[config.mk]
export PLATFORM = sky130hd
export DESIGN_NAME = pulse_rebin_interpolate
export DESIGN_NICKNAME = d
export VERILOG_FILES = /design/src/prb_pkg.sv /design/src/pulse_rebin_interpolate.sv
export SDC_FILE = /design/constraint.sdc
export NUM_CORES = 1
export LEC_CHECK = 0
export BUFFER_PORTS_ARGS = -buffer_cell sky130_fd_sc_hd__buf_2
export CAP_MARGIN = 20
export CORE_MARGIN = 2
export CORE_UTILIZATION = 45
export CTS_BUF_LIST = sky130_fd_sc_hd__clkbuf_16
export CTS_CLUSTER_SIZE = 14
export DETAILED_ROUTE_END_ITERATION = 8
export PLACE_DENSITY = 0.71
export SLEW_MARGIN = 20
export SYNTH_ARGS = -nofsm -noshare
export SYNTH_HDL_FRONTEND = slang
export SYNTH_SLANG_ARGS = --single-unit
[constraint.sdc]
create_clock -name clk_i -period 18.2 [get_ports clk_i]
set_input_delay 3.64 -clock clk_i [delete_from_list [all_inputs] [get_ports clk_i]]
set_output_delay 3.64 -clock clk_i [all_outputs]
set_load 0.005 [all_outputs]
[src/prb_pkg.sv]
// Shared constants for the pulse rebinning block.
// Field widths, limits and the register reset value; no dependencies.
`default_nettype none
package prb_pkg;

  // Longest run of missing bins to fill, plus one
  localparam int unsigned MAX_GAP     = 64;
  // Samples counted per bin before further ones are ignored
  localparam int unsigned MAX_PER_BIN = 256;

  localparam int unsigned TIME_W  = 24;
  localparam int unsigned VAL_W   = 16;
  localparam int unsigned BIN_W   = TIME_W + 1;
  localparam int unsigned SHIFT_W = 4;
  localparam int unsigned CNT_W   = $clog2(MAX_PER_BIN + 1);
  localparam int unsigned GAP_W   = $clog2(MAX_GAP + 1);
  localparam int unsigned SUM_W   = VAL_W + CNT_W;
  localparam int unsigned DEN_W   = (CNT_W > GAP_W) ? CNT_W : GAP_W;
  localparam int unsigned REM_W   = DEN_W + 1;
  localparam int unsigned DIV_W   = SUM_W;
  localparam int unsigned DCNT_W  = $clog2(DIV_W);
  localparam int unsigned GAPX_W  = BIN_W + 1;

  localparam int unsigned IN_DATA_W  = ((TIME_W + VAL_W + 7) / 8) * 8;
  localparam int unsigned OUT_DATA_W = ((BIN_W + VAL_W + 7) / 8) * 8;

  localparam logic [SHIFT_W-1:0] BIN_SHIFT_RST = SHIFT_W'(4);
  localparam logic [SHIFT_W-1:0] MAX_SHIFT     = SHIFT_W'(8);

endpackage
`default_nettype wire

[src/pulse_rebin_interpolate.sv]
// Pulse rebinning onto a uniform time grid with linear gap fill.
// Depends on prb_pkg for widths and limits; one shared restoring divider.
//
// Usage. Samples arrive on the s_axis channel: tdata carries sample_time
// (bits 23:0) and sample_value (bits 39:24), tuser carries pulse_start.
// Results leave on m_axis: tdata carries bin_index (24:0) and bin_value
// (40:25), tuser carries interpolated (bit 0) and gap_error (bit 1), tlast
// marks the last result caused by one input word. cfg_we_i writes bin_shift.
// Throughput. A sample that stays in the open bin or opens a pulse is taken
// and the block stays ready for the next. A sample that closes a bin runs the
// divider for the average (one quotient bit a cycle), a check state, then for
// every missing bin filled a divider start, the divider steps and an output
// load, and last a load of the average; s_axis_tready is low for the whole
// sequence. A finished result sits in the output register, so the next
// sample is taken while it waits. When the receiver stalls, the sequencer
// holds before each result load until the output register frees.
// Reset clears the pulse state and returns bin_shift to 4; no output pending.
`default_nettype none
module pulse_rebin_interpolate (
  input  wire logic                              clk_i,
  input  wire logic                              rst_ni,
  input  wire logic                              cfg_we_i,
  input  wire logic [prb_pkg::SHIFT_W-1:0]       cfg_wdata_i,   // bin_shift
  input  wire logic                              s_axis_tvalid,
  output logic                                   s_axis_tready,
  // [23:0] sample_time, [39:24] sample_value
  input  wire logic [prb_pkg::IN_DATA_W-1:0]     s_axis_tdata,
  input  wire logic                              s_axis_tuser,  // [0] pulse_start
  output logic                                   m_axis_tvalid,
  input  wire logic                              m_axis_tready,
  // [24:0] bin_index, [40:25] bin_value, rest zero
  output logic [prb_pkg::OUT_DATA_W-1:0]         m_axis_tdata,
  output logic [1:0]                             m_axis_tuser,  // [0] interpolated, [1] gap_error
  output logic                                   m_axis_tlast
);
  import prb_pkg::*;

  typedef enum logic [2:0] {
    S_IDLE,
    S_DIV,
    S_CHECK,
    S_START_INT,
    S_PUT_INT,
    S_PUT_AVG
  } state_e;

  state_e state_q;

  logic [SHIFT_W-1:0]      shift_q;
  logic                    pulse_open_q;
  logic signed [BIN_W-1:0] open_bin_q;
  logic signed [BIN_W-1:0] emitted_bin_q;
  logic signed [VAL_W-1:0] emitted_value_q;
  logic signed [SUM_W-1:0] bin_sum_q;
  logic [CNT_W-1:0]        bin_count_q;

  logic signed [BIN_W-1:0] pend_bin_q;
  logic signed [VAL_W-1:0] pend_val_q;
  logic signed [VAL_W-1:0] avg_q;
  logic signed [VAL_W-1:0] prev_q;
  logic signed [BIN_W-1:0] pb_q;
  logic [GAP_W-1:0]        dist_q;
  logic                    err_q;
  logic                    div_avg_q;

  // shared divider
  logic [DIV_W-1:0]  div_quo_q;
  logic [DEN_W-1:0]  div_rem_q;
  logic [DEN_W-1:0]  div_den_q;
  logic              div_neg_q;
  logic [DCNT_W-1:0] div_cnt_q;

  logic [BIN_W-1:0]       out_bin_q;
  logic [VAL_W-1:0]       out_val_q;
  logic                   out_interp_q;
  logic                   out_err_q;
  logic                   out_last_q;
  logic                   out_valid_q;

  // Bin index of the incoming sample, rounded half away from zero
  logic signed [TIME_W-1:0] in_time;
  logic signed [VAL_W-1:0]  in_val;
  logic [SHIFT_W-1:0]       shift_eff;
  logic [BIN_W-1:0]         t_mag;
  logic [BIN_W-1:0]         t_half;
  logic [BIN_W-1:0]         t_q;
  logic signed [BIN_W-1:0]  in_bin;

  always_comb begin
    in_time   = s_axis_tdata[TIME_W-1:0];
    in_val    = s_axis_tdata[TIME_W+VAL_W-1:TIME_W];
    shift_eff = (shift_q > MAX_SHIFT) ? MAX_SHIFT : shift_q;
    t_mag     = in_time[TIME_W-1] ? -BIN_W'(in_time) : BIN_W'(in_time);
    t_half    = (shift_eff == '0) ? '0 : (BIN_W'(1) << (shift_eff - SHIFT_W'(1)));
    t_q       = (t_mag + t_half) >> shift_eff;
    in_bin    = in_time[TIME_W-1] ? -$signed(t_q) : $signed(t_q);
  end

  // One restoring step of the divider
  logic [REM_W-1:0] rem_sh;
  logic             rem_ge;
  logic [DEN_W-1:0] div_rem_d;
  logic [DIV_W-1:0] div_quo_d;
  logic [VAL_W-1:0] div_res;

  always_comb begin
    rem_sh    = {div_rem_q, div_quo_q[DIV_W-1]};
    rem_ge    = rem_sh >= {1'b0, div_den_q};
    div_rem_d = rem_ge ? DEN_W'(rem_sh - {1'b0, div_den_q}) : rem_sh[DEN_W-1:0];
    div_quo_d = {div_quo_q[DIV_W-2:0], rem_ge};
    div_res   = div_neg_q ? -div_quo_d[VAL_W-1:0] : div_quo_d[VAL_W-1:0];
  end

  // Dividends: magnitude of the bin sum, and of avg - prev
  logic [DIV_W-1:0]        sum_mag;
  logic signed [DIV_W-1:0] diff;
  logic [DIV_W-1:0]        diff_mag;

  always_comb begin
    sum_mag  = bin_sum_q[SUM_W-1] ? -DIV_W'(bin_sum_q) : DIV_W'(bin_sum_q);
    diff     = DIV_W'(avg_q) - DIV_W'(prev_q);
    diff_mag = diff[DIV_W-1] ? -diff : diff;
  end

  logic signed [GAPX_W-1:0] gap;
  logic                     gap_fill;
  logic                     gap_long;
  logic [GAP_W-1:0]         dist_dec;

  always_comb begin
    gap      = GAPX_W'(open_bin_q) - GAPX_W'(emitted_bin_q);
    gap_long = gap > $signed(GAPX_W'(MAX_GAP));
    gap_fill = (gap > $signed(GAPX_W'(1))) && !gap_long;
    dist_dec = dist_q - GAP_W'(1);
  end

  logic in_fire;
  logic out_free;
  logic out_load;

  assign s_axis_tready = (state_q == S_IDLE);
  assign in_fire       = s_axis_tvalid && s_axis_tready;
  assign out_free      = !out_valid_q || m_axis_tready;
  assign out_load      = out_free && ((state_q == S_PUT_INT) || (state_q == S_PUT_AVG));

  always_ff @(posedge clk_i or negedge rst_ni) begin
    if (!rst_ni) begin
      state_q         <= S_IDLE;
      shift_q         <= BIN_SHIFT_RST;
      pulse_open_q    <= 1'b0;
      open_bin_q      <= '0;
      emitted_bin_q   <= '0;
      emitted_value_q <= '0;
      bin_sum_q       <= '0;
      bin_count_q     <= '0;
      out_valid_q     <= 1'b0;
      div_cnt_q       <= '0;
      div_avg_q       <= 1'b0;
    end else begin
      if (cfg_we_i) begin
        shift_q <= cfg_wdata_i;
      end
      if (out_load) begin
        out_valid_q <= 1'b1;
      end else if (m_axis_tready) begin
        out_valid_q <= 1'b0;
      end

      unique case (state_q)
        S_IDLE: begin
          if (in_fire) begin
            if (s_axis_tuser || !pulse_open_q) begin
              pulse_open_q  <= 1'b1;
              open_bin_q    <= in_bin;
              emitted_bin_q <= in_bin - BIN_W'(1);
              bin_sum_q     <= SUM_W'(in_val);
              bin_count_q   <= CNT_W'(1);
            end else if (in_bin == open_bin_q) begin
              if (bin_count_q < CNT_W'(MAX_PER_BIN)) begin
                bin_sum_q   <= bin_sum_q + SUM_W'(in_val);
                bin_count_q <= bin_count_q + CNT_W'(1);
              end
            end else begin
              // close the open bin: divide sum by count
              pend_bin_q <= in_bin;
              pend_val_q <= in_val;
              div_quo_q  <= sum_mag;
              div_rem_q  <= '0;
              div_den_q  <= DEN_W'(bin_count_q);
              div_neg_q  <= bin_sum_q[SUM_W-1];
              div_cnt_q  <= '0;
              div_avg_q  <= 1'b1;
              state_q    <= S_DIV;
            end
          end
        end

        S_DIV: begin
          div_quo_q <= div_quo_d;
          div_rem_q <= div_rem_d;
          div_cnt_q <= div_cnt_q + DCNT_W'(1);
          if (div_cnt_q == DCNT_W'(DIV_W - 1)) begin
            if (div_avg_q) begin
              avg_q   <= div_res;
              state_q <= S_CHECK;
            end else begin
              prev_q  <= prev_q + div_res;
              pb_q    <= pb_q + BIN_W'(1);
              state_q <= S_PUT_INT;
            end
          end
        end

        S_CHECK: begin
          prev_q <= emitted_value_q;
          pb_q   <= emitted_bin_q;
          dist_q <= gap[GAP_W-1:0];
          err_q  <= gap_long;
          state_q <= gap_fill ? S_START_INT : S_PUT_AVG;
        end

        S_START_INT: begin
          div_quo_q <= diff_mag;
          div_rem_q <= '0;
          div_den_q <= DEN_W'(dist_q);
          div_neg_q <= diff[DIV_W-1];
          div_cnt_q <= '0;
          div_avg_q <= 1'b0;
          state_q   <= S_DIV;
        end

        S_PUT_INT: begin
          if (out_free) begin
            out_bin_q    <= pb_q;
            out_val_q    <= prev_q;
            out_interp_q <= 1'b1;
            out_err_q    <= 1'b0;
            out_last_q   <= 1'b0;
            dist_q       <= dist_dec;
            state_q      <= (dist_dec > GAP_W'(1)) ? S_START_INT : S_PUT_AVG;
          end
        end

        S_PUT_AVG: begin
          if (out_free) begin
            out_bin_q       <= open_bin_q;
            out_val_q       <= avg_q;
            out_interp_q    <= 1'b0;
            out_err_q       <= err_q;
            out_last_q      <= 1'b1;
            // advance to the bin opened by the closing sample
            emitted_bin_q   <= open_bin_q;
            emitted_value_q <= avg_q;
            open_bin_q      <= pend_bin_q;
            bin_sum_q       <= SUM_W'(pend_val_q);
            bin_count_q     <= CNT_W'(1);
            state_q         <= S_IDLE;
          end
        end

        default: state_q <= S_IDLE;
      endcase
    end
  end

  assign m_axis_tvalid = out_valid_q;
  assign m_axis_tdata  = OUT_DATA_W'({out_val_q, out_bin_q});
  assign m_axis_tuser  = {out_err_q, out_interp_q};
  assign m_axis_tlast  = out_last_q;

endmodule
`default_nettype wire
==> run metrics <==
IO Pins=between 100 and 150; Tcrit/Tclk final=0.6412; final worst setup slack=approximately 6.5 ns; Routed Antenna Nets=0; n_diodes=0; Longest Clk Path Bufs=3; Slew Viols, Final=0; worst hold path class=reg2reg; RSZ-0062 raised after global routing=no; mux cell area share after synthesis=0.03650; Crit Path Class=in2reg; PwrDens=163.2 nW/µm²; TNS Setup=0 ns; Yosys reg bits=309; Most Used Layer, Global Route=met2; row cnt=85; Die Height=between 200 and 250 µm; clk sinks=slightly above 300; outcome=finished, final reports clean; drt initial violations=2,104; Worst Path Max Fanout=25; vias=between 20,000 and 25,000; fin crit period=roughly 12 ns; FF/Latch Area=around 8700 µm²; Critical Path Source Type=input port; CTS tree=built; Seq/Total Area, Yosys=0.3576; initial antenna violation count=2; Total GRT Usage=0.2470; Hold Violations, Final=0; Reg clk slew, reported paths=around 0.05 ns; area of the multi-input gates=between 10,000 and 15,000 µm²; area delta synth->final=9.469%; Initial Utilization=0.4541; total CTS buffers=37; die area=about 56,000 µm²; Synth Area in Simple Gates=0.1976; Synth Area in Adders=0.06559; first-pass GRT wire length=~110,000 µm; Worst-Margin Slew=1.056 ns; cell area after synthesis=~24,000 µm²; Fillers=between 5,000 and 6,000; DP HPWL=~52,000 µm; Clock Skews=between 0.02 and 0.025 ns; nets@finish=just over 3,000; XOR/XNOR Fraction of Synth Area=0.07356; Port Buf Inserts=95; Setup Fix Bufs, Post-CTS=0; Post-synth EDFFs=about 190; max_cap viols=0; detailed-route DRC error count=0; setup slack at placement=5.965 ns; Die Width=~240 µm; Top FF cell, synth=edfxtp_1; M2 GR Usage=0.3868; setup violators final=0; root buf cell=clkbuf_16; share of cells above drive strength 1=0.09113; WL final=a little over 70,000 µm; Arr. time, crit path=between 10 and 15 ns; CP endpoint kind=flop; Hold-fix buffers, CTS=0; Synth Area in Compound Gates=0.2203; Util after Layout=0.4971; main combinational cell family by area after synthesis=compound AO/OA/AOI/OAI gates; Post-Syn Area per Cell=around 8.6 µm²; vias in the first global route=slightly above 20,000; peak supply drop=approximately 0.083 mV; Clk Latency, worst-skew pair=0.56 ns; largest net degree at the start of global routing=83; GR Layer Usage met1=0.3470; total core area=~54,000 µm²; worst relative slew slack=0.2908; synth unique cells=101; WL/cell=19.63 µm; GPL Wtd Cong=between 0.9 and 1; cts repair resizes=0; Post-Syn Instances=~2,800; synth warn=0; 1st-pass router iterations=6; leakage power=between 0.01 and 0.015 µW; vias per cell=6.082; H-Tree Depth=2; worst path required time=18.40 ns; Async S/R FF share, synth=0.3722; fmax=about 86 MHz; global route total overflow=0; met3 usage=0.04069
[state kept, by name, summed over array words and instances (netlist names), 25 cells and up]
name and count:
out_bin_q 25, emitted_bin_q 25, open_bin_q 25, pb_q 25
div_quo_q 25, pend_bin_q 25, bin_sum_q 25
[area by class of cell]
cell class / instances / share of cell area
multi-input combinational: 2251 / 0.5464
sequential: 309 / 0.3267
clock buffer: 39 / 0.03663
tap: 696 / 0.03268
timing repair buffer: 122 / 0.02705
inverter: 158 / 0.02235
clock inverter: 29 / 0.008218
[critical path: stages]
cell	delay, ns
buf_2	0.12
or4_1	0.68
or4_1	0.72
nand2_1	0.17
xnor2_1	0.08
ha_1	0.40
o21ai_0	0.36
nor2_1	0.13
o41ai_1	0.72
o31a_1	0.39
o21ai_0	0.29
a21o_1	0.26
nand4_1	0.10
o221ai_2	0.23
or3_1	0.62
or4_1	0.66
o211ai_1	0.26
a311o_1	0.20
or4_1	0.14
or3_1	0.27
nand3_1	0.36
nor2_4	0.57
buf_4	0.45
[per-stage QoR]
step	hold slack (ns)	total power, µW	instances	area (µm²)
2_1_floorplan	0.4426	2952	2860	24390
3_3_place_gp	0.4540	3468	3534	25390
3_5_place_dp	0.4680	3557	3534	25390
4_1_cts	0.4802	4310	3602	26580
5_1_grt	0.5060	4675	3604	26640
6_report	0.4837	4348	3604	26640
[layout by cell type, fill, tap and decap left out, types with 16 or more instances in the layout]
cell type and instances:
a211oi_1 36, a21boi_0 16, a21o_1 34, a21oi_1 155, a31oi_1 35, and3_1 29, buf_2 94, buf_4 26
clkbuf_16 39, dfrtp_1 114, edfxtp_1 194, ha_1 118, inv_1 165, mux2_1 21, mux2_2 29, mux2i_1 28
nand2_1 378, nand2b_1 30, nand3_1 70, nand4_1 30, nor2_1 225, nor2b_1 25, nor3_1 78, nor4_1 22
o211ai_1 29, o21a_1 23, o21ai_0 239, o31ai_1 42, o41ai_1 18, or3_1 31, or4_1 17, xnor2_1 124
xor2_1 76
[metal layers]
metal  routed length (µm)  part of all wire
met1                32130              0.45
met2                31490              0.45
met3                 4894             0.069
met4                 2198             0.031
met5                   23           0.00033
[final timing paths]
check / startpoint / endpoint / slack (ns) / cells past startpoint
worst max register to register: shift_q[1] / pend_bin_q[18] / 7.40 / 22
worst max-delay path: s_axis_tdata[4] / pend_bin_q[18] / 6.53 / 23
worst min register to register: pulse_open_q / pulse_open_q / 0.48 / 1
worst min-delay path: pulse_open_q / pulse_open_q / 0.48 / 1
max in group asynchronous: rst_ni / open_bin_q[15] / 14.21 / 2
min in group asynchronous: rst_ni / emitted_value_q[10] / 2.90 / 1
[cells by family (layout without fill, tap and decap cells)]
group | Yosys count | in the layout
DFF | 309 | 309
xor gates and xnor gates | 202 | 202
muxes | 80 | 80
AOI/OAI and AO/OA | 811 | 811
adders and majority gates | 124 | 124
buffers and inverters | 300 | 348
and+or+nand+nor | 1019 | 1019
other | 1 | 15
[where the power goes]
group,internal (µW),switching (µW),leakage (µW),total [µW]
Sequential,1050,232,0.00317,1280
Combinational,917,1410,0.00690,2330
Clock,431,305,0.000622,736
[cell usage after synthesis, types with 36 or more instances]
master    instances  area (µm²)
inv_1           154       578.1
ha_1            118        1476
dfrtp_1         114        2853
a211oi_1         36       270.3
a21oi_1         156       780.8
xnor2_1         124        1086
nand3_1          70       350.3
nor3_1           80       400.4
edfxtp_1        194        5826
o31ai_1          42       315.3
o21ai_0         239        1196
nor2_1          228       855.8
clkbuf_1        106       397.9
xor2_1           76       665.6
nand2_1         379        1423
Power figures use the tool's default switching activity.
